--- config.mk ---
export PLATFORM = sky130hd
export DESIGN_NAME = c2dwp_queue
export DESIGN_NICKNAME = d
export VERILOG_FILES = /design/src/sv/c2dwp_queue.sv
export SDC_FILE = /design/constraint.sdc
export NUM_CORES = 1
export LEC_CHECK = 0
export CAP_MARGIN = 10
export CORE_MARGIN = 1
export CORE_UTILIZATION = 51
export CTS_BUF_LIST = sky130_fd_sc_hd__clkbuf_8
export DETAILED_ROUTE_END_ITERATION = 16
export DONT_BUFFER_PORTS = 1
export GPL_TIMING_DRIVEN = 0
export PLACE_DENSITY = 0.65
export REMOVE_ABC_BUFFERS = 1
export SLEW_MARGIN = 20
export SYNTH_ARGS = -nofsm -noshare
export SYNTH_HDL_FRONTEND = slang
export SYNTH_SLANG_ARGS = --single-unit
--- constraint.sdc ---
create_clock -name clk -period 2.1 [get_ports clk]
set_input_delay 0.105 -clock clk [delete_from_list [all_inputs] [get_ports clk]]
set_output_delay 0.105 -clock clk [all_outputs]
set_load 0.02 [all_outputs]
--- src/sv/c2dwp_queue.sv ---
// Two-entry job queue between the front end and the window engine.
// Generic payload width; no package dependencies.
`default_nettype none

module c2dwp_queue #(
    parameter int WIDTH = 8
) (
    input  wire              clk,
    input  wire              rst_n,
    input  wire              push,
    input  wire [WIDTH-1:0]  push_data,
    input  wire              pop,
    output logic [WIDTH-1:0] pop_data,
    output logic             valid
);
    logic [WIDTH-1:0] entry_reg [2];
    logic [1:0]       count_reg;
    logic             rd_ptr_reg;
    logic             wr_ptr_reg;
    logic             do_pop;

    assign valid    = (count_reg != 2'd0);
    assign pop_data = entry_reg[rd_ptr_reg];
    assign do_pop   = pop && valid;

    always_ff @(posedge clk)
    begin
        if (push)
            entry_reg[wr_ptr_reg] <= push_data;
    end

    always_ff @(posedge clk or negedge rst_n)
    begin
        if (!rst_n)
        begin
            count_reg  <= 2'd0;
            rd_ptr_reg <= 1'b0;
            wr_ptr_reg <= 1'b0;
        end
        else
        begin
            if (push)
                wr_ptr_reg <= !wr_ptr_reg;
            if (do_pop)
                rd_ptr_reg <= !rd_ptr_reg;
            if (push && !do_pop)
                count_reg <= count_reg + 2'd1;
            else if (do_pop && !push)
                count_reg <= count_reg - 2'd1;
        end
    end

endmodule

`default_nettype wire

==> impl_summary.txt <==
----------------------------------------------------
[Status]
  Status ... completed

[Logic synthesis]
  Leading post-synthesis cells by cell area ... edfxtp_1 62%, dfrtp_1 13%, mux2_2 12%
  Number of enable-type register cells in the synthesized netlist ... 16
  Area of the mapped netlist ... 770.7 um^2
  Post-Synthesis Cells ... 40
  Register area share after synthesis ... 75.32%
  Synth async-reset ratio ... 20.00%
  Library cell with the highest instance count after synthesis ... edfxtp_1
  Ranking of synthesized cells by instance count ... 16 x edfxtp_1, 8 x mux2_2, 4 x dfrtp_1
  Library cell occupying the most area in the post-synthesis netlist ... edfxtp_1
  Yosys reg bits ... 20
  Number of warnings printed during yosys synthesis ... 0
  Synth Flop Type ... edfxtp_1
  Share of the synthesized area in the top cell type ... 62.34%
  Synth Area per Inst ... 19.27 um^2
  Synth unique cells ... 12

[Clock network]
  CTS buffer count ... 3
  Number of cells upsized or downsized after cts ... 0
  Clock slew seen by the registers of the worst setup and hold paths ... 0.07 ns
  Num Clock Sinks ... 20
  Clock root buffer ... clkbuf_8
  Skew-Pair Late Insertion Delay ... 0.25 ns
  TritonCTS clock tree ... built
  Clock buffer depth ... 2
  Level count of the clock H-tree ... 1

[Floorplan]
  I/O pin cnt ... 21
  Die X ... 40.88 um
  Height of the die ... 40.88 um
  Starting density of the core ... 57.09%
  Core Box Area ... 1350 um^2
  Full die area ... 1671 um^2
  # rows ... 13

[Placed design]
  Placed Instances ... 54
  # port buffers ... 0
  Detailed Place HPWL ... 791.9 um
  Area after DPL ... 782.0 um^2
  RD Place Congestion ... 0.6070

[Worst setup path]
  Origin of the critical flop-to-flop path ... count_reg[0]
  Reg2Reg Depth ... 6
  Crit Path Class ... flip-flop to flip-flop
  Setup slack, reg-to-reg ... 0.60 ns
  Critical Path Source Type ... flip-flop
  Category of the worst setup path capture point ... flip-flop
  Data required, critical path ... 2.23 ns
  Arrival time of the worst setup path ... 1.63 ns
  Endpoint of the most critical register-to-register path ... count_reg[1]
  Worst-path maximum fanout ... 3

[Final layout]
  Area Growth Syn to Fin ... 21.59%
  Diodes inserted ... 0
  Area of all sequential standard cells ... 580.6 um^2
  Layout cells sized above 1 ... 24.07%
  Final instance area ... 937.1 um^2
  Non-filler cells, final ... 69
  Fillers ... 93
  Multi-input gate area in the final layout ... 182.7 um^2
  Flip-flop count of the largest register, all copies and words added ... 16
  Layout Nets ... 68

[GRT]
  Initial antenna violation count ... 0
  Maximum number of pins on one net before global-route repair ... 12
  Overall Global Routing Usage ... 18.29%
  Total congestion overflow ... 0
  First-pass GRT wire length ... 1835 um
  Vias in the first global route ... 391

[Pwr]
  Cell area power density ... 1311 nW/um^2
  Leakage ... 0.3431 nW
  Worst-case vdd ir drop ... 973.1 uV

[Routing]
  Post-detailed-routing wire length ... 1263 um
  Routed length per placed instance ... 18.30 um
  Drt first-iter violations ... 1
  Via-to-Cell Ratio ... 5.275
  DRC violations left ... 0
  Count of TritonRoute iterations in the first routing pass ... 3
  Post-DRT Antenna Nets ... 0
  Vias after detailed routing ... 364

[STA]
  Final number of hold-violating endpoints ... 0
  Achievable frequency ... 666.7 MHz
  Min cycle time layout ... 1.500 ns
  Share of the clock period used by the worst path ... 71.42%
  Setup TNS ... 0 ns
  Final setup vio count ... 0
  Worst setup skew after layout ... 0.006055 ns
  Transition time of the tightest slew-check pin ... 0.6835 ns
  Max-Slew Margin vs Limit ... 54.34%
  Max-slew violation count ... 0
  Unrepaired setup endpoints after global routing ... no

[Run]
  Max_cap viols ... 0

[Worst hold path]
  Worst hold path type ... input port to async pin

----------------------------------------------------
[layout by cell type (no fill, tap or decap)]
master,instances
edfxtp_1,16
dlygate4sd3_1,11
mux2_2,8
dfrtp_1,4
xor2_1,3
clkbuf_8,3
xnor2_1,2
or2_4,1
nand2_4,1
and2_1,1
nor2b_1,1
nor2_1,1
ha_1,1
inv_1,1
[critical path: stages (launching register included)]
cell and delay (ns):
dfrtp_1 0.42, or2_4 0.32, nand2_4 0.09, ha_1 0.17, xor2_1 0.16, nor2_1 0.07
xor2_1 0.14
[through the flow]
stage	total power [mW]	setup WS (ns)	utilization, %	hold slack, ns
finish	1.229	0.6002	69.42	0.1190
global route	1.278	0.5460	69.42	0.1250
CTS	1.224	0.5716	69.42	0.1241
detailed placement	0.9725	0.5868	57.92	-0.1905
global placement	0.9433	0.7216	57.92	-0.1905
floorplan	0.9087	0.7486	-	-0.1906
[timing repair]
action | CTS | global route
hold endpoints to repair | 22 | 0
buffers inserted | 0 | 0
hold buffers | 11 | 0
[cell families (layout without fill, tap and decap cells)]
family / after synthesis / after routing / synth area share, %
buffers and inverters: 1 / 15 / 0.9744
adder cells (fa/ha/maj): 1 / 1 / 1.623
AND/OR/NAND/NOR: 5 / 5 / 4.708
flip-flops: 20 / 20 / 75.33
XOR/XNOR: 5 / 5 / 5.683
multiplexers: 8 / 8 / 11.69
[routing by layer]
layer  GRT usage, %  vias up  share of wire (%)
met4          7.500        0                  0
li1               -      172                  -
met5              0        -                  0
met2          34.38       14                 57
met1          19.33      178                 36
met3          3.804        0                7.2
[worst max path at each step]
stage / depth (start not counted) / startpoint / endpoint
floorplan: 6 / count_reg[0] / count_reg[1]
global placement: 6 / count_reg[0] / count_reg[1]
detailed placement: 6 / count_reg[0] / count_reg[1]
CTS: 6 / count_reg[0] / count_reg[1]
global route: 6 / count_reg[0] / count_reg[1]
finish: 6 / count_reg[0] / count_reg[1]
[power breakdown]
part	internal, mW	switching, mW	leakage, nW
Sequential	0.542	0.0783	0.197
Clock	0.130	0.110	0.0269
Combinational	0.153	0.216	0.119
[cell type report]
cell class,count,area share [%]
multi-input cells,19,19.49
repair buffers,11,11.75
clock buffers,3,4.406
flip-flops and latches,20,61.95
well taps,15,2.003
clock inverters,1,0.4005
Note: power is estimated with default switching activity, not from simulation.
