==> config.mk <==
export PLATFORM = sky130hd
export DESIGN_NAME = c2dwp_front
export DESIGN_NICKNAME = d
export VERILOG_FILES = /design/src/sv/c2dwp_pkg.sv /design/src/sv/c2dwp_front.sv
export SDC_FILE = /design/constraint.sdc
export NUM_CORES = 1
export LEC_CHECK = 0
export BUFFER_PORTS_ARGS = -buffer_cell sky130_fd_sc_hd__buf_2
export CELL_PAD_IN_SITES_DETAIL_PLACEMENT = 1
export CELL_PAD_IN_SITES_GLOBAL_PLACEMENT = 1
export CORE_UTILIZATION = 46
export CTS_CLUSTER_DIAMETER = 80
export DETAILED_ROUTE_END_ITERATION = 10
export PLACE_DENSITY = 0.9
export SYNTH_ARGS = -nofsm -noshare
export SYNTH_HDL_FRONTEND = slang
export SYNTH_SLANG_ARGS = --single-unit
==> constraint.sdc <==
create_clock -name clk -period 11.15 [get_ports clk]
set_input_delay 1.115 -clock clk [delete_from_list [all_inputs] [get_ports clk]]
set_output_delay 1.115 -clock clk [all_outputs]
set_load 0.01 [all_outputs]
==> src/sv/c2dwp_pkg.sv <==
// Package for the 2D window convolution block.
// Holds the action codes, register indexes and the fixed field widths.
// No dependencies.
`default_nettype none

package c2dwp_pkg;

    localparam int ACTION_W     = 2;
    localparam int COEF_INDEX_W = 6;
    localparam int COEF_W       = 18;
    localparam int PIX_W        = 16;

    localparam int CFG_INDEX_W  = 3;
    localparam int CFG_DATA_W   = 13;
    localparam int FW_REG_W     = 9;
    localparam int FH_REG_W     = 13;
    localparam int NC_REG_W     = 3;
    localparam int K_REG_W      = 3;

    localparam logic [ACTION_W-1:0] ACT_COEF  = 2'd0;
    localparam logic [ACTION_W-1:0] ACT_PIXEL = 2'd1;
    localparam logic [ACTION_W-1:0] ACT_FLUSH = 2'd2;

    localparam logic [CFG_INDEX_W-1:0] REG_FRAME_WIDTH   = 3'd0;
    localparam logic [CFG_INDEX_W-1:0] REG_FRAME_HEIGHT  = 3'd1;
    localparam logic [CFG_INDEX_W-1:0] REG_CHANNEL_COUNT = 3'd2;
    localparam logic [CFG_INDEX_W-1:0] REG_KERNEL_WIDTH  = 3'd3;
    localparam logic [CFG_INDEX_W-1:0] REG_KERNEL_HEIGHT = 3'd4;
    localparam logic [CFG_INDEX_W-1:0] REG_PADDING_MODE  = 3'd5;

    localparam logic PAD_ZERO   = 1'b0;
    localparam logic PAD_MIRROR = 1'b1;

    localparam int ROUND_SHIFT = 16;
    localparam int RESULT_MAX  = 32767;
    localparam int RESULT_MIN  = -32768;

endpackage

`default_nettype wire

==> src/sv/c2dwp_front.sv <==
// Front end: configuration registers, input transaction decode, input and
// output position counters and the readiness check. Depends on c2dwp_pkg.
`default_nettype none

module c2dwp_front #(
    parameter int MAX_WIDTH    = 256,
    parameter int MAX_HEIGHT   = 4096,
    parameter int MAX_CHANNELS = 4,
    parameter int MAX_KERNEL   = 7,
    localparam int XW        = $clog2(MAX_WIDTH),
    localparam int YW        = $clog2(MAX_HEIGHT),
    localparam int CW        = (MAX_CHANNELS > 1) ? $clog2(MAX_CHANNELS) : 1,
    localparam int WB        = $clog2(MAX_WIDTH + 1),
    localparam int HB        = $clog2(MAX_HEIGHT + 1),
    localparam int KB        = $clog2(MAX_KERNEL + 1),
    localparam int LINE_ROWS = MAX_KERNEL + 1,
    localparam int SW        = $clog2(LINE_ROWS),
    localparam int JOB_BITS  = XW + YW + CW + SW + 1,
    localparam int CFG_BITS  = WB + HB + 2 * KB + 1,
    localparam int AW        = SW + XW + CW
) (
    input  wire                                  clk,
    input  wire                                  rst_n,
    input  wire                                  cfg_write,
    input  wire [c2dwp_pkg::CFG_INDEX_W-1:0]     cfg_index,
    input  wire [c2dwp_pkg::CFG_DATA_W-1:0]      cfg_data,
    input  wire                                  item_valid,
    output logic                                 item_stall,
    input  wire [c2dwp_pkg::ACTION_W-1:0]        action,
    input  wire [c2dwp_pkg::COEF_INDEX_W-1:0]    coef_index,
    input  wire signed [c2dwp_pkg::COEF_W-1:0]   coef_value,
    input  wire signed [c2dwp_pkg::PIX_W-1:0]    pixel_value,
    input  wire                                  back_idle,
    output logic                                 job_push,
    output logic [JOB_BITS-1:0]                  job_data,
    output logic [CFG_BITS-1:0]                  cfg_bus,
    output logic                                 st_we,
    output logic [AW-1:0]                        st_addr,
    output logic signed [c2dwp_pkg::PIX_W-1:0]   st_data,
    output logic                                 cf_we,
    output logic [c2dwp_pkg::COEF_INDEX_W-1:0]   cf_addr,
    output logic signed [c2dwp_pkg::COEF_W-1:0]  cf_data
);
    import c2dwp_pkg::*;

    typedef struct packed {
        logic [XW-1:0] x;
        logic [YW-1:0] y;
        logic [CW-1:0] c;
        logic [SW-1:0] slot;
        logic          last;
    } job_t;

    typedef struct packed {
        logic [WB-1:0] w;
        logic [HB-1:0] h;
        logic [KB-1:0] kw;
        logic [KB-1:0] kh;
        logic          pad;
    } cfg_t;

    logic [FW_REG_W-1:0] frame_width_reg;
    logic [FH_REG_W-1:0] frame_height_reg;
    logic [NC_REG_W-1:0] channel_count_reg;
    logic [K_REG_W-1:0]  kernel_width_reg;
    logic [K_REG_W-1:0]  kernel_height_reg;
    logic                padding_mode_reg;

    logic [XW-1:0] in_column_reg, in_column_next;
    logic [YW-1:0] in_row_reg, in_row_next;
    logic [CW-1:0] in_chan_reg, in_chan_next;
    logic [SW-1:0] in_slot_reg, in_slot_next;
    logic [XW-1:0] emit_column_reg, emit_column_next;
    logic [YW-1:0] emit_row_reg, emit_row_next;
    logic [CW-1:0] emit_chan_reg, emit_chan_next;
    logic [SW-1:0] emit_slot_reg, emit_slot_next;
    logic          done_reg, done_next;

    logic [WB-1:0] w_lim;
    logic [HB-1:0] h_lim;
    logic [NC_REG_W:0] nc_lim;
    logic [KB-1:0] kw_lim, kh_lim;
    logic [XW-1:0] w_m1;
    logic [YW-1:0] h_m1;
    logic [CW-1:0] nc_m1;
    logic [KB-1:0] rx, ry;

    logic          accept, take_pix, emit_item, in_last, ready, behind;
    logic [XW-1:0] col_c, ncol;
    logic [CW-1:0] ch_c, ec;
    logic [YW-1:0] nr;
    logic [YW:0]   nr_sum;
    logic [XW:0]   ncol_sum;
    job_t          job;
    cfg_t          cfg;

    // Register values outside the legal range act as the nearest legal value.
    always_comb
    begin
        if (frame_width_reg == '0)
            w_lim = WB'(1);
        else if (32'(frame_width_reg) > MAX_WIDTH)
            w_lim = WB'(MAX_WIDTH);
        else
            w_lim = WB'(frame_width_reg);
        if (frame_height_reg == '0)
            h_lim = HB'(1);
        else if (32'(frame_height_reg) > MAX_HEIGHT)
            h_lim = HB'(MAX_HEIGHT);
        else
            h_lim = HB'(frame_height_reg);
        if (channel_count_reg == '0)
            nc_lim = (NC_REG_W + 1)'(1);
        else if (32'(channel_count_reg) > MAX_CHANNELS)
            nc_lim = (NC_REG_W + 1)'(MAX_CHANNELS);
        else
            nc_lim = (NC_REG_W + 1)'(channel_count_reg);
        kw_lim = (32'(kernel_width_reg) > MAX_KERNEL) ? KB'(MAX_KERNEL)
                                                       : KB'(kernel_width_reg);
        kh_lim = (32'(kernel_height_reg) > MAX_KERNEL) ? KB'(MAX_KERNEL)
                                                        : KB'(kernel_height_reg);
    end

    assign w_m1  = XW'(w_lim - WB'(1));
    assign h_m1  = YW'(h_lim - HB'(1));
    assign nc_m1 = CW'(nc_lim - (NC_REG_W + 1)'(1));
    assign rx    = kw_lim >> 1;
    assign ry    = kh_lim >> 1;

    always_comb
    begin
        cfg.w   = w_lim;
        cfg.h   = h_lim;
        cfg.kw  = kw_lim;
        cfg.kh  = kh_lim;
        cfg.pad = padding_mode_reg;
    end
    assign cfg_bus = cfg;

    // Only one transaction is in flight past the front at a time, so the
    // line store and coefficients never change under a running window.
    assign item_stall = !back_idle;
    assign accept     = item_valid && !item_stall;
    assign take_pix   = accept && (action == ACT_PIXEL) && !done_reg;
    assign emit_item  = accept && ((action == ACT_PIXEL) || (action == ACT_FLUSH));

    assign col_c   = (in_column_reg > w_m1) ? w_m1 : in_column_reg;
    assign ch_c    = (in_chan_reg > nc_m1) ? nc_m1 : in_chan_reg;
    assign in_last = (col_c == w_m1) && (in_row_reg >= h_m1) && (ch_c == nc_m1);

    assign st_we   = take_pix;
    assign st_addr = {in_slot_reg, col_c, ch_c};
    assign st_data = pixel_value;

    assign cf_we   = accept && (action == ACT_COEF);
    assign cf_addr = coef_index;
    assign cf_data = coef_value;

    assign nr_sum   = {1'b0, emit_row_reg} + (YW + 1)'(ry);
    assign nr       = (nr_sum > {1'b0, h_m1}) ? h_m1 : YW'(nr_sum);
    assign ncol_sum = {1'b0, emit_column_reg} + (XW + 1)'(rx);
    assign ncol     = (ncol_sum > {1'b0, w_m1}) ? w_m1 : XW'(ncol_sum);
    assign ec       = (emit_chan_reg > nc_m1) ? nc_m1 : emit_chan_reg;

    always_comb
    begin
        in_column_next   = in_column_reg;
        in_row_next      = in_row_reg;
        in_chan_next     = in_chan_reg;
        in_slot_next     = in_slot_reg;
        done_next        = done_reg;
        emit_column_next = emit_column_reg;
        emit_row_next    = emit_row_reg;
        emit_chan_next   = emit_chan_reg;
        emit_slot_next   = emit_slot_reg;

        if (take_pix)
        begin
            if (in_last)
                done_next = 1'b1;
            else if ((NC_REG_W + 1)'(in_chan_reg) + (NC_REG_W + 1)'(1) >= nc_lim)
            begin
                in_chan_next = '0;
                if (WB'(in_column_reg) + WB'(1) >= w_lim)
                begin
                    in_column_next = '0;
                    in_row_next    = in_row_reg + YW'(1);
                    in_slot_next   = (in_slot_reg == SW'(LINE_ROWS - 1)) ? '0
                                   : in_slot_reg + SW'(1);
                end
                else
                    in_column_next = in_column_reg + XW'(1);
            end
            else
                in_chan_next = in_chan_reg + CW'(1);
        end

        // The output position is ready once the bottom-right sample of its
        // window (clipped to the frame) has arrived, or the frame is all in.
        behind = (nr < in_row_next)
              || ((nr == in_row_next) && ((ncol < in_column_next)
              || ((ncol == in_column_next) && (ec < in_chan_next))));
        ready  = done_next || behind;

        job.x    = emit_column_reg;
        job.y    = emit_row_reg;
        job.c    = ec;
        job.slot = emit_slot_reg;
        job.last = (emit_column_reg >= w_m1) && (emit_row_reg >= h_m1) && (ec == nc_m1);

        job_push = emit_item && ready;

        if (job_push)
        begin
            if (job.last)
            begin
                in_column_next   = '0;
                in_row_next      = '0;
                in_chan_next     = '0;
                in_slot_next     = '0;
                done_next        = 1'b0;
                emit_column_next = '0;
                emit_row_next    = '0;
                emit_chan_next   = '0;
                emit_slot_next   = '0;
            end
            else if ((NC_REG_W + 1)'(emit_chan_reg) + (NC_REG_W + 1)'(1) >= nc_lim)
            begin
                emit_chan_next = '0;
                if (WB'(emit_column_reg) + WB'(1) >= w_lim)
                begin
                    emit_column_next = '0;
                    emit_row_next    = emit_row_reg + YW'(1);
                    emit_slot_next   = (emit_slot_reg == SW'(LINE_ROWS - 1)) ? '0
                                     : emit_slot_reg + SW'(1);
                end
                else
                    emit_column_next = emit_column_reg + XW'(1);
            end
            else
                emit_chan_next = emit_chan_reg + CW'(1);
        end
    end

    assign job_data = job;

    always_ff @(posedge clk or negedge rst_n)
    begin
        if (!rst_n)
        begin
            frame_width_reg   <= FW_REG_W'(256);
            frame_height_reg  <= FH_REG_W'(256);
            channel_count_reg <= NC_REG_W'(1);
            kernel_width_reg  <= K_REG_W'(3);
            kernel_height_reg <= K_REG_W'(3);
            padding_mode_reg  <= PAD_ZERO;
        end
        else if (cfg_write)
        begin
            unique case (cfg_index)
                REG_FRAME_WIDTH:   frame_width_reg   <= cfg_data[FW_REG_W-1:0];
                REG_FRAME_HEIGHT:  frame_height_reg  <= cfg_data[FH_REG_W-1:0];
                REG_CHANNEL_COUNT: channel_count_reg <= cfg_data[NC_REG_W-1:0];
                REG_KERNEL_WIDTH:  kernel_width_reg  <= cfg_data[K_REG_W-1:0];
                REG_KERNEL_HEIGHT: kernel_height_reg <= cfg_data[K_REG_W-1:0];
                REG_PADDING_MODE:  padding_mode_reg  <= cfg_data[0];
                default:           ;
            endcase
        end
    end

    always_ff @(posedge clk or negedge rst_n)
    begin
        if (!rst_n)
        begin
            in_column_reg   <= '0;
            in_row_reg      <= '0;
            in_chan_reg     <= '0;
            in_slot_reg     <= '0;
            done_reg        <= 1'b0;
            emit_column_reg <= '0;
            emit_row_reg    <= '0;
            emit_chan_reg   <= '0;
            emit_slot_reg   <= '0;
        end
        else
        begin
            in_column_reg   <= in_column_next;
            in_row_reg      <= in_row_next;
            in_chan_reg     <= in_chan_next;
            in_slot_reg     <= in_slot_next;
            done_reg        <= done_next;
            emit_column_reg <= emit_column_next;
            emit_row_reg    <= emit_row_next;
            emit_chan_reg   <= emit_chan_next;
            emit_slot_reg   <= emit_slot_next;
        end
    end

endmodule

`default_nettype wire

==> results.py, run 1 <==
metrics = {
    "worst_setup_path": {
        "critical-path-top-cell-by-count": "sky130_fd_sc_hd__or2_2",
        "critical_path.reg2reg.startpoint": "frame_height_reg[8]",
        "timing.critical_path.slowest_stage_cell": "sky130_fd_sc_hd__or4b_2",
        "timing.rr.end": "emit_row_reg[7]",
        "reg2reg_depth": 29,
        "regToRegSetupSlack_ps": 2900,
        "worst_setup_path_endpoint": "job_push",
        "critPathArrivalTime_ps": 7770,
        "cp_data_required_time_ps": 10040,
        "crit_path_max_incr_delay_ps": 660,
        "crit_path_start": "frame_height_reg[8]",
        "startpoint_type": "flip-flop",
        "kind_of_end_point_of_the_critical_path": "primary output",
        "timing.critical_path.fanout_max": 27,
        "critPathKind": "reg2out",
    },
    "sta": {
        "timing.final.max_slew_violations": 0,
        "tns_ps": 0,
        "fraction_of_the_cycle_the_final_worst_path_needs_pct": 79.7,
        "unrepaired_setup_endpoints_after_global_routing": "false",
        "post-route-min-period_ps": 8890,
        "relative_slew_slack_pct": 30.8,
        "tightest_slew_ps": 1030,
        "fmax_ghz": 0.113,
        "fin_skew_ps": 15.0,
        "timing.final.ws_setup_ps": 2260,
        "setup-violations-final": 0,
        "final_hold_viol_count": 0,
    },
    "clock_network": {
        "post-cts-setup-buffers": 0,
        "worst_setup_hold_path_clk_slew_ps": 70,
        "cts_inserted_buffers": 9,
        "ctsHoldBuffers": 0,
        "clock_insertion_delay_worst_skew_ps": 360,
        "clk_root_buffer_cell": "sky130_fd_sc_hd__clkbuf_16",
        "clock-sinks": 83,
        "cts_tree": "built",
        "cts.repair.resized": 0,
        "clock_tree.buffer_depth": 2,
        "ctsHtreeMaxLevel": 3,
    },
    "grt": {
        "number_of_antenna_violations_at_the_first_check_in_global_routing": 0,
        "grt_pass1_vias": 7757,
        "grt_use_total_pct": 29.2,
        "grt_overflow": 0,
        "grt_pass1_wl_mm": 42.0,
        "grt_max_degree": 65,
    },
    "power": {
        "static_leakage_nw": 4.50,
        "peakVddDrop_mv": 0.113,
        "cellPowerDensity_nw_per_um2": 173,
    },
    "die": {
        "fp.dieH_um": 137,
        "die-area_um2": 18800,
        "num_io_pins": 175,
        "die_x_um": 137,
        "floorplan.rows": 49,
        "starting_density_of_the_core_pct": 46.9,
        "floorplan.core_area_um2": 17900,
    },
    "logic_synthesis": {
        "most_used_standard_cell_by_instance_count_after_synthesis": "sky130_fd_sc_hd__ha_1",
        "synth_top_flop_cell": "sky130_fd_sc_hd__dfrtp_1",
        "ys_seq_area_share_pct": 24.8,
        "yosys_register_bits": 83,
        "synth_top_cell_area_share_pct": 22.7,
        "ys_async_sr_fraction_pct": 100,
        "synth_top_cell_by_area": "sky130_fd_sc_hd__dfrtp_1",
        "syn-cell-area_um2": 8400,
        "post_synth.cell_area_avg_um2": 8.66,
        "post_synthesis_net_count": 1154,
        "post_synth_main_area_contributors": "sky130_fd_sc_hd__dfrtp_1 (23%), sky130_fd_sc_hd__ha_1 (18%), sky130_fd_sc_hd__mux2_2 (4.3%)",
        "ys_types": 73,
        "postSynthCellCount": 970,
        "yosys_warnings": 0,
        "netlist_top_cells_count": "sky130_fd_sc_hd__ha_1 (119), sky130_fd_sc_hd__nor2_1 (88), sky130_fd_sc_hd__dfrtp_1 (76), sky130_fd_sc_hd__inv_1 (58)",
        "synth_edf_count": 0,
    },
    "placement": {
        "gp_congestion": 0.934,
        "portBuffers": 94,
        "detailedPlace.worstSlack_ps": 2740,
        "dpl.hpwl_mm": 20.7,
    },
    "outcome": {
        "violations": "design-rule violations",
        "status": "finished with violations",
    },
    "final_layout": {
        "layout-drive-gt1-share_pct": 17.9,
        "area_overhead_vs_synth_pct": 7.18,
        "final_nets": 1179,
        "largest_reg_flops": 13,
        "n_antenna_cell": 0,
    },
    "routing": {
        "antenna_violation_net_count_after_detailed_routing": 0,
        "detailedRoute.firstPassIterationCount": 8,
        "route.detailed.drc": 2,
        "routedLengthMet1_mm": 11.5,
        "first_iter_violations": 408,
        "detailroute.wirelength.met3_mm": 1.44,
        "wl_per_cell_um": 21.6,
        "route.final.wire_length_mm": 26.5,
        "vias": 7558,
        "routed.top_layer": "met4",
        "wl_met2_mm": 12.7,
        "detail_route.vias_per_cell": 6.15,
    },
    "hold_path": {
        "worstHoldPathType": "reg2reg",
    },
    "job": {
        "cap_viol_max_count": 0,
    },
}
==> where the power goes <==
group          total (W)  internal (W)  switching, W
clock network   0.000322      0.000178      0.000144
logic           0.000803      0.000323      0.000481
registers       0.000431      0.000348     0.0000831
==> routing by layer <==
| layer | vias to the layer above | track usage [%] |
|---|---|---|
| li1 | 3495 | - |
| met1 | 3765 | 37.2 |
| met2 | 231 | 48.3 |
| met3 | 67 | 6.30 |
| met4 | 0 | 10.7 |
| met5 | - | 0 |
==> logic make-up after synthesis <==
group                    Yosys count  share of synthesized area, %
AO/OA/AOI/OAI                    225                          18.5
XOR/XNOR                          56                          5.84
adder cells (fa/ha/maj)          122                          18.3
buffers and inverters            146                          8.73
flip-flops                        83                          24.8
multiplexers                      52                          6.68
AND/OR/NAND/NOR                  286                          17.1
==> layout make-up <==
cell class	instances	area (um^2)
fill	2166	8900
multi-input combinational	741	5580
sequential	83	2090
timing repair buffer	100	518
tap	229	287
clock buffer	9	225
inverter	60	225
clock inverter	7	81.3
==> worst min-delay path by stage <==
stage	startpoint	endpoint	slack [ps]	depth (start not counted)
2_1_floorplan	padding_mode_reg	padding_mode_reg	480	1
3_3_place_gp	padding_mode_reg	padding_mode_reg	490	1
3_5_place_dp	padding_mode_reg	padding_mode_reg	490	1
4_1_cts	padding_mode_reg	padding_mode_reg	510	1
5_1_grt	padding_mode_reg	padding_mode_reg	540	1
6_report	padding_mode_reg	padding_mode_reg	510	1
==> worst max-delay path, delay by kind of cell, from the launching register on <==
kind                     cells  cell delay, ps
adder cells (fa/ha/maj)      2             550
buffers and inverters        4             640
flip-flops                   1             550
AND/OR/NAND/NOR              8            2270
XOR/XNOR                     1             250
AO/OA/AOI/OAI               13            3120
==> cells in the final DEF (no fill, tap or decap), types with 8 or more instances in the layout <==
cell type / count
sky130_fd_sc_hd__xor2_1: 16
sky130_fd_sc_hd__ha_1: 119
sky130_fd_sc_hd__nand2_1: 52
sky130_fd_sc_hd__nor2b_1: 24
sky130_fd_sc_hd__o31ai_1: 18
sky130_fd_sc_hd__xnor2_1: 40
sky130_fd_sc_hd__or2_2: 8
sky130_fd_sc_hd__nor4_1: 8
sky130_fd_sc_hd__nand2b_1: 12
sky130_fd_sc_hd__and3_1: 11
sky130_fd_sc_hd__o21ai_0: 52
sky130_fd_sc_hd__nand3_1: 30
sky130_fd_sc_hd__nor3_1: 13
sky130_fd_sc_hd__inv_1: 58
sky130_fd_sc_hd__mux2i_1: 20
sky130_fd_sc_hd__o21a_1: 10
sky130_fd_sc_hd__dfrtp_1: 76
sky130_fd_sc_hd__clkbuf_16: 9
sky130_fd_sc_hd__a31oi_1: 13
sky130_fd_sc_hd__a21oi_1: 37
sky130_fd_sc_hd__mux2_2: 32
sky130_fd_sc_hd__nand4_1: 12
sky130_fd_sc_hd__buf_2: 93
sky130_fd_sc_hd__a21o_1: 23
sky130_fd_sc_hd__nor2_1: 88
==> through the flow <==
step	hold WS, ps	total power, W	cells	utilization (%)	cell area, um^2
3_3_place_gp	489	0.00117	1213	48.6	8690
3_5_place_dp	494	0.00122	1213	48.6	8690
4_1_cts	512	0.00155	1229	50.3	9000
6_report	505	0.00156	1229	50.3	9000
5_1_grt	541	0.00167	1229	50.3	9000
2_1_floorplan	481	0.000970	970	-	8400
Power figures use the tool's default switching activity.
==> run 2, diff against run 1 <==
- CORE_UTILIZATION: 46 -> 42
- PLACE_DENSITY: 0.9 -> 0.83
- clock period: 11.15 -> 8.56 ns (I/O delays scaled with it)
==> run 2 against run 1 <==
The flow now finishes without violations. Register-to-register slack worse by 2000 ps. Worst hold slack worse by 140 ps. Clock-buffer cell count up 1. Sequential power rose by 31%. Non-clock buffer count grew 6. Combinational power is 31% higher. First-iteration DRC count increased by 7.4%. Global-route usage fell by 2.5 points. Clock power up 34%. Clock skew shrank 2.6 ps. Sequential share of layout area shrank 0.27 points. Power grew 32%. Largest power group unchanged.
==> results.py, run 2 (same netlist as run 1, synthesis figures left out) <==
metrics = {
    "outcome": {
        "status": "finished clean",
    },
    "placement": {
        "portBuffers": 94,
        "placement.cell_area_um2": 8760,
        "detailedPlace.worstSlack_ps": 788,
        "gp_congestion": 0.893,
        "dpl.hpwl_mm": 20.7,
    },
    "worst_setup_path": {
        "startpoint_type": "flip-flop",
        "reg2reg_depth": 26,
        "timing.critical_path.fanout_max": 17,
        "cp_data_required_time_ps": 7700,
        "critPathArrivalTime_ps": 7230,
        "timing.critical_path.slowest_stage_cell": "sky130_fd_sc_hd__or4b_2",
        "crit_path_max_incr_delay_ps": 660,
        "critPathKind": "reg2out",
        "kind_of_end_point_of_the_critical_path": "primary output",
    },
    "routing": {
        "wl_per_cell_um": 21.0,
        "route.detailed.drc": 0,
        "detailedRoute.firstPassIterationCount": 4,
        "first_iter_violations": 438,
        "vias": 7566,
        "antenna_violation_net_count_after_detailed_routing": 0,
        "route.final.wire_length_mm": 26.7,
        "detail_route.vias_per_cell": 5.95,
    },
    "die": {
        "die-area_um2": 20600,
        "floorplan.rows": 51,
        "num_io_pins": 175,
        "fp.dieH_um": 143,
        "die_x_um": 143,
        "floorplan.core_area_um2": 19500,
        "starting_density_of_the_core_pct": 43.0,
    },
    "hold_path": {
        "worstHoldPathType": "in2async",
    },
    "grt": {
        "grt_overflow": 0,
        "grt_use_total_pct": 26.7,
        "grt_max_degree": 65,
        "number_of_antenna_violations_at_the_first_check_in_global_routing": 0,
        "grt_pass1_vias": 7892,
        "grt_pass1_wl_mm": 42.4,
    },
    "power": {
        "peakVddDrop_mv": 0.141,
        "static_leakage_nw": 4.53,
        "cellPowerDensity_nw_per_um2": 225,
        "pnr_total_power_w": 0.00205,
    },
    "final_layout": {
        "n_antenna_cell": 0,
        "final_nets": 1185,
        "layout-drive-gt1-share_pct": 18.5,
        "area_overhead_vs_synth_pct": 8.45,
        "final_cell_mix": "sky130_fd_sc_hd__ha_1 (119), sky130_fd_sc_hd__buf_2 (93), sky130_fd_sc_hd__nor2_1 (88)",
        "largest_reg_flops": 13,
        "layout.cells.most_common": "sky130_fd_sc_hd__ha_1",
        "fin_area_um2": 9100,
    },
    "clock_network": {
        "ctsHtreeMaxLevel": 3,
        "worst_setup_hold_path_clk_slew_ps": 80,
        "cts_inserted_buffers": 9,
        "cts_tree": "built",
        "clock-sinks": 83,
        "clock_tree.buffer_depth": 2,
        "clk_root_buffer_cell": "sky130_fd_sc_hd__clkbuf_16",
        "clock_insertion_delay_worst_skew_ps": 360,
    },
    "sta": {
        "final_hold_viol_count": 0,
        "tightest_slew_ps": 1120,
        "setup-violations-final": 0,
        "fraction_of_the_cycle_the_final_worst_path_needs_pct": 94.4,
        "fin_skew_ps": 12.4,
        "fmax_ghz": 0.124,
        "timing.final.ws_setup_ps": 478,
        "tns_ps": 0,
        "unrepaired_setup_endpoints_after_global_routing": "false",
        "post-route-min-period_ps": 8080,
        "finalHoldWorstSlack_ps": 370,
        "relative_slew_slack_pct": 25.0,
        "timing.final.max_slew_violations": 0,
    },
    "job": {
        "cap_viol_max_count": 0,
    },
}
-- run 2: final timing paths --
| kind | from | end | slack, ps |
|---|---|---|---|
| min reg2reg | padding_mode_reg | padding_mode_reg | 530 |
| max in group asynchronous | rst_n | emit_column_reg[2] | 7030 |
| min | rst_n | in_column_reg[7] | 370 |
| min in group clk | padding_mode_reg | padding_mode_reg | 530 |
| max | frame_height_reg[8] | job_push | 480 |
| max reg2reg | frame_height_reg[8] | emit_row_reg[9] | 890 |
-- run 2: routing by layer --
| layer | global-route usage (%) | up-vias | wire, um |
|---|---|---|---|
| met2 | 43.9 | 222 | 12500 |
| met1 | 35.4 | 3772 | 12200 |
| met4 | 11.3 | 0 | 827 |
| met3 | 3.33 | 63 | 1130 |
| met5 | 0 | - | 0 |
| li1 | - | 3509 | - |
-- run 2: what timing repair did --
action / in CTS / in global routing
setup buffers: 0 / 3
hold buffers: 0 / 0
gates resized for setup: 0 / 2
setup endpoints to repair: 0 / 1
-- run 2: layout make-up --
type / count / area (um^2)
Clock inverter: 6 / 77.6
Timing Repair Buffer: 106 / 563
Sequential cell: 83 / 2090
Clock buffer: 10 / 239
Fill cell: 2382 / 10400
Tap cell: 265 / 332
Inverter: 60 / 225
Multi-Input combinational cell: 741 / 5580
-- run 2: worst max-delay path: cells and delay by family (launching register included) --
family / cells / cell delay [ps]
AO/OA/AOI/OAI: 6 / 1670
buffers and inverters: 4 / 680
flip-flops: 1 / 540
AND/OR/NAND/NOR: 11 / 2930
XOR/XNOR: 2 / 400
adder cells (fa/ha/maj): 2 / 640
-- run 2: where the power goes --
group / switching [W] / total, W / internal [W] / leakage, nW
Combinational: 0.000625 / 0.00105 / 0.000427 / 3.30
Clock: 0.000191 / 0.000432 / 0.000241 / 0.154
Sequential: 0.000111 / 0.000565 / 0.000454 / 1.07
Total: 0.000927 / 0.00205 / 0.00112 / 4.53
-- run 2: per-stage QoR --
stage	utilization (%)	cells
2_1_floorplan	-	970
3_3_place_gp	44.9	1252
3_5_place_dp	44.9	1252
4_1_cts	46.5	1268
5_1_grt	46.6	1271
6_report	46.6	1271
==> run 3, diff against run 2 <==
- PLACE_DENSITY: 0.83 -> 0.86
==> run 3 against run 2 <==
Sequential share of layout area about the same. Die area unchanged. Maximum frequency is 2.6% lower. Worst hold slack lost 25 ps. Critical path depth did not move. Largest cell class unchanged. First-iteration DRC count fell by 4.1%. Clock-buffer cell count fell by 1. Register-to-register slack got worse by 230 ps. Clock power up 1%. Highest routed layer unchanged. Cell area increased by 0.14%.
==> results.py, run 3 (same netlist as run 1, synthesis figures left out) <==
metrics = {
    "clock_network": {
        "cts_tree": "built",
        "clk_root_buffer_cell": "sky130_fd_sc_hd__clkbuf_16",
        "ctsHoldBuffers": 0,
        "clock_insertion_delay_worst_skew_ps": 350,
        "cts_inserted_buffers": 9,
        "post-cts-setup-buffers": 0,
        "clock_tree.buffer_depth": 2,
        "clock-sinks": 83,
        "worst_setup_hold_path_clk_slew_ps": 70,
        "ctsHtreeMaxLevel": 3,
    },
    "die": {
        "fp.dieH_um": 143,
        "floorplan.rows": 51,
        "num_io_pins": 175,
        "starting_density_of_the_core_pct": 43.0,
        "floorplan.core_area_um2": 19500,
        "die_x_um": 143,
        "die-area_um2": 20600,
    },
    "sta": {
        "relative_slew_slack_pct": 26.9,
        "timing.final.ws_setup_ps": 260,
        "final_hold_viol_count": 0,
        "tightest_slew_ps": 1100,
        "fin_skew_ps": 8.56,
        "setup-violations-final": 0,
        "tns_ps": 0,
        "post-route-min-period_ps": 8300,
        "fmax_ghz": 0.120,
        "timing.final.max_slew_violations": 0,
        "fraction_of_the_cycle_the_final_worst_path_needs_pct": 97.0,
    },
    "worst_setup_path": {
        "timing.critical_path.slowest_stage_cell": "sky130_fd_sc_hd__or4b_2",
        "critPathArrivalTime_ps": 7440,
        "critPathKind": "reg2out",
        "crit_path_max_incr_delay_ps": 660,
        "cp_data_required_time_ps": 7700,
        "timing.critical_path.fanout_max": 17,
        "startpoint_type": "flip-flop",
        "critical-path-top-delay-family": "simple AND/OR/NAND/NOR gates",
        "kind_of_end_point_of_the_critical_path": "primary output",
        "worst-path-buf-inv": 4,
    },
    "grt": {
        "grt_pass1_wl_mm": 41.4,
        "number_of_antenna_violations_at_the_first_check_in_global_routing": 0,
        "grt_pass1_vias": 7776,
        "grt_use_total_pct": 26.0,
        "grt_max_degree": 72,
        "grt_overflow": 0,
    },
    "job": {
        "cap_viol_max_count": 0,
    },
    "final_layout": {
        "layout.cells.most_common": "sky130_fd_sc_hd__ha_1",
        "n_antenna_cell": 0,
        "layout.cells.non_filler": 1266,
        "layout-drive-gt1-share_pct": 18.5,
        "largest_reg_flops": 13,
        "final_nets": 1180,
        "area_overhead_vs_synth_pct": 8.60,
        "final_cell_mix": "sky130_fd_sc_hd__ha_1 (119), sky130_fd_sc_hd__buf_2 (93), sky130_fd_sc_hd__nor2_1 (88)",
        "final_core_util_pct": 46.7,
    },
    "hold_path": {
        "worstHoldPathType": "in2async",
    },
    "routing": {
        "detail_route.vias_per_cell": 5.92,
        "route.detailed.drc": 0,
        "antenna_violation_net_count_after_detailed_routing": 0,
        "vias": 7500,
        "wl_per_cell_um": 20.7,
        "first_iter_violations": 420,
        "route.final.wire_length_mm": 26.2,
        "detailedRoute.firstPassIterationCount": 5,
    },
    "placement": {
        "detailedPlace.worstSlack_ps": 622,
        "gp_congestion": 0.938,
        "post-place-cells": 1250,
        "portBuffers": 94,
        "dpl.hpwl_mm": 20.3,
    },
    "power": {
        "pnr_total_power_w": 0.00204,
        "cellPowerDensity_nw_per_um2": 224,
        "static_leakage_nw": 4.54,
        "peakVddDrop_mv": 0.131,
    },
    "outcome": {
        "status": "finished clean",
    },
}
-- run 3: cell types whose count changed in the layout (fill, tap and decap cells not counted), moves of 2 or more --
cell,delta
sky130_fd_sc_hd__nor4_1,-3
sky130_fd_sc_hd__buf_4,-5
sky130_fd_sc_hd__inv_8,-2
sky130_fd_sc_hd__nor4_4,+2
-- run 3: final timing paths --
kind | start | end | slack (ps) | depth (start not counted)
max in group asynchronous | rst_n | frame_width_reg[0] | 6990 | 2
worst min register to register | padding_mode_reg | padding_mode_reg | 510 | 1
worst max register to register | frame_height_reg[8] | emit_row_reg[7] | 660 | 26
worst min-delay path | rst_n | frame_height_reg[10] | 340 | 1
min in group clk | padding_mode_reg | padding_mode_reg | 510 | 1
worst max-delay path | frame_height_reg[8] | job_push | 260 | 25
-- run 3: area by class of cell --
cell class	instances	area, um^2
Sequential cell	83	2090
Clock buffer	9	225
Inverter	60	225
Fill cell	2387	10400
Clock inverter	7	98.8
Timing Repair Buffer	101	526
Tap cell	265	332
Multi-Input combinational cell	741	5630
-- run 3: power breakdown --
part / leakage, nW / internal (W) / switching [W] / total, W
clock network: 0.156 / 0.000258 / 0.000180 / 0.000438
registers: 1.07 / 0.000454 / 0.000106 / 0.000560
logic: 3.31 / 0.000424 / 0.000618 / 0.00104
-- run 3: what timing repair did --
| item | 4_1_cts | 5_1_grt |
|---|---|---|
| endpoints found under the setup margin | 0 | 12 |
| resized for setup | 0 | 10 |
| endpoints found under the hold margin | 0 | 0 |
-- run 3: metal layers --
layer / part of all wire, % / vias up / GRT usage (%)
li1: - / 3506 / -
met1: 45 / 3747 / 34.0
met2: 49 / 207 / 44.1
met3: 4.5 / 40 / 3.70
met4: 2.0 / 0 / 8.23
met5: 0 / - / 0
-- run 3: through the flow --
stage | instance area, um^2 | hold slack, ps
final | 9120 | 344
after global routing | 9120 | 351
after CTS | 9070 | 338
after detailed placement | 8740 | 490
after global placement | 8740 | 488
after floorplan | 8400 | 481
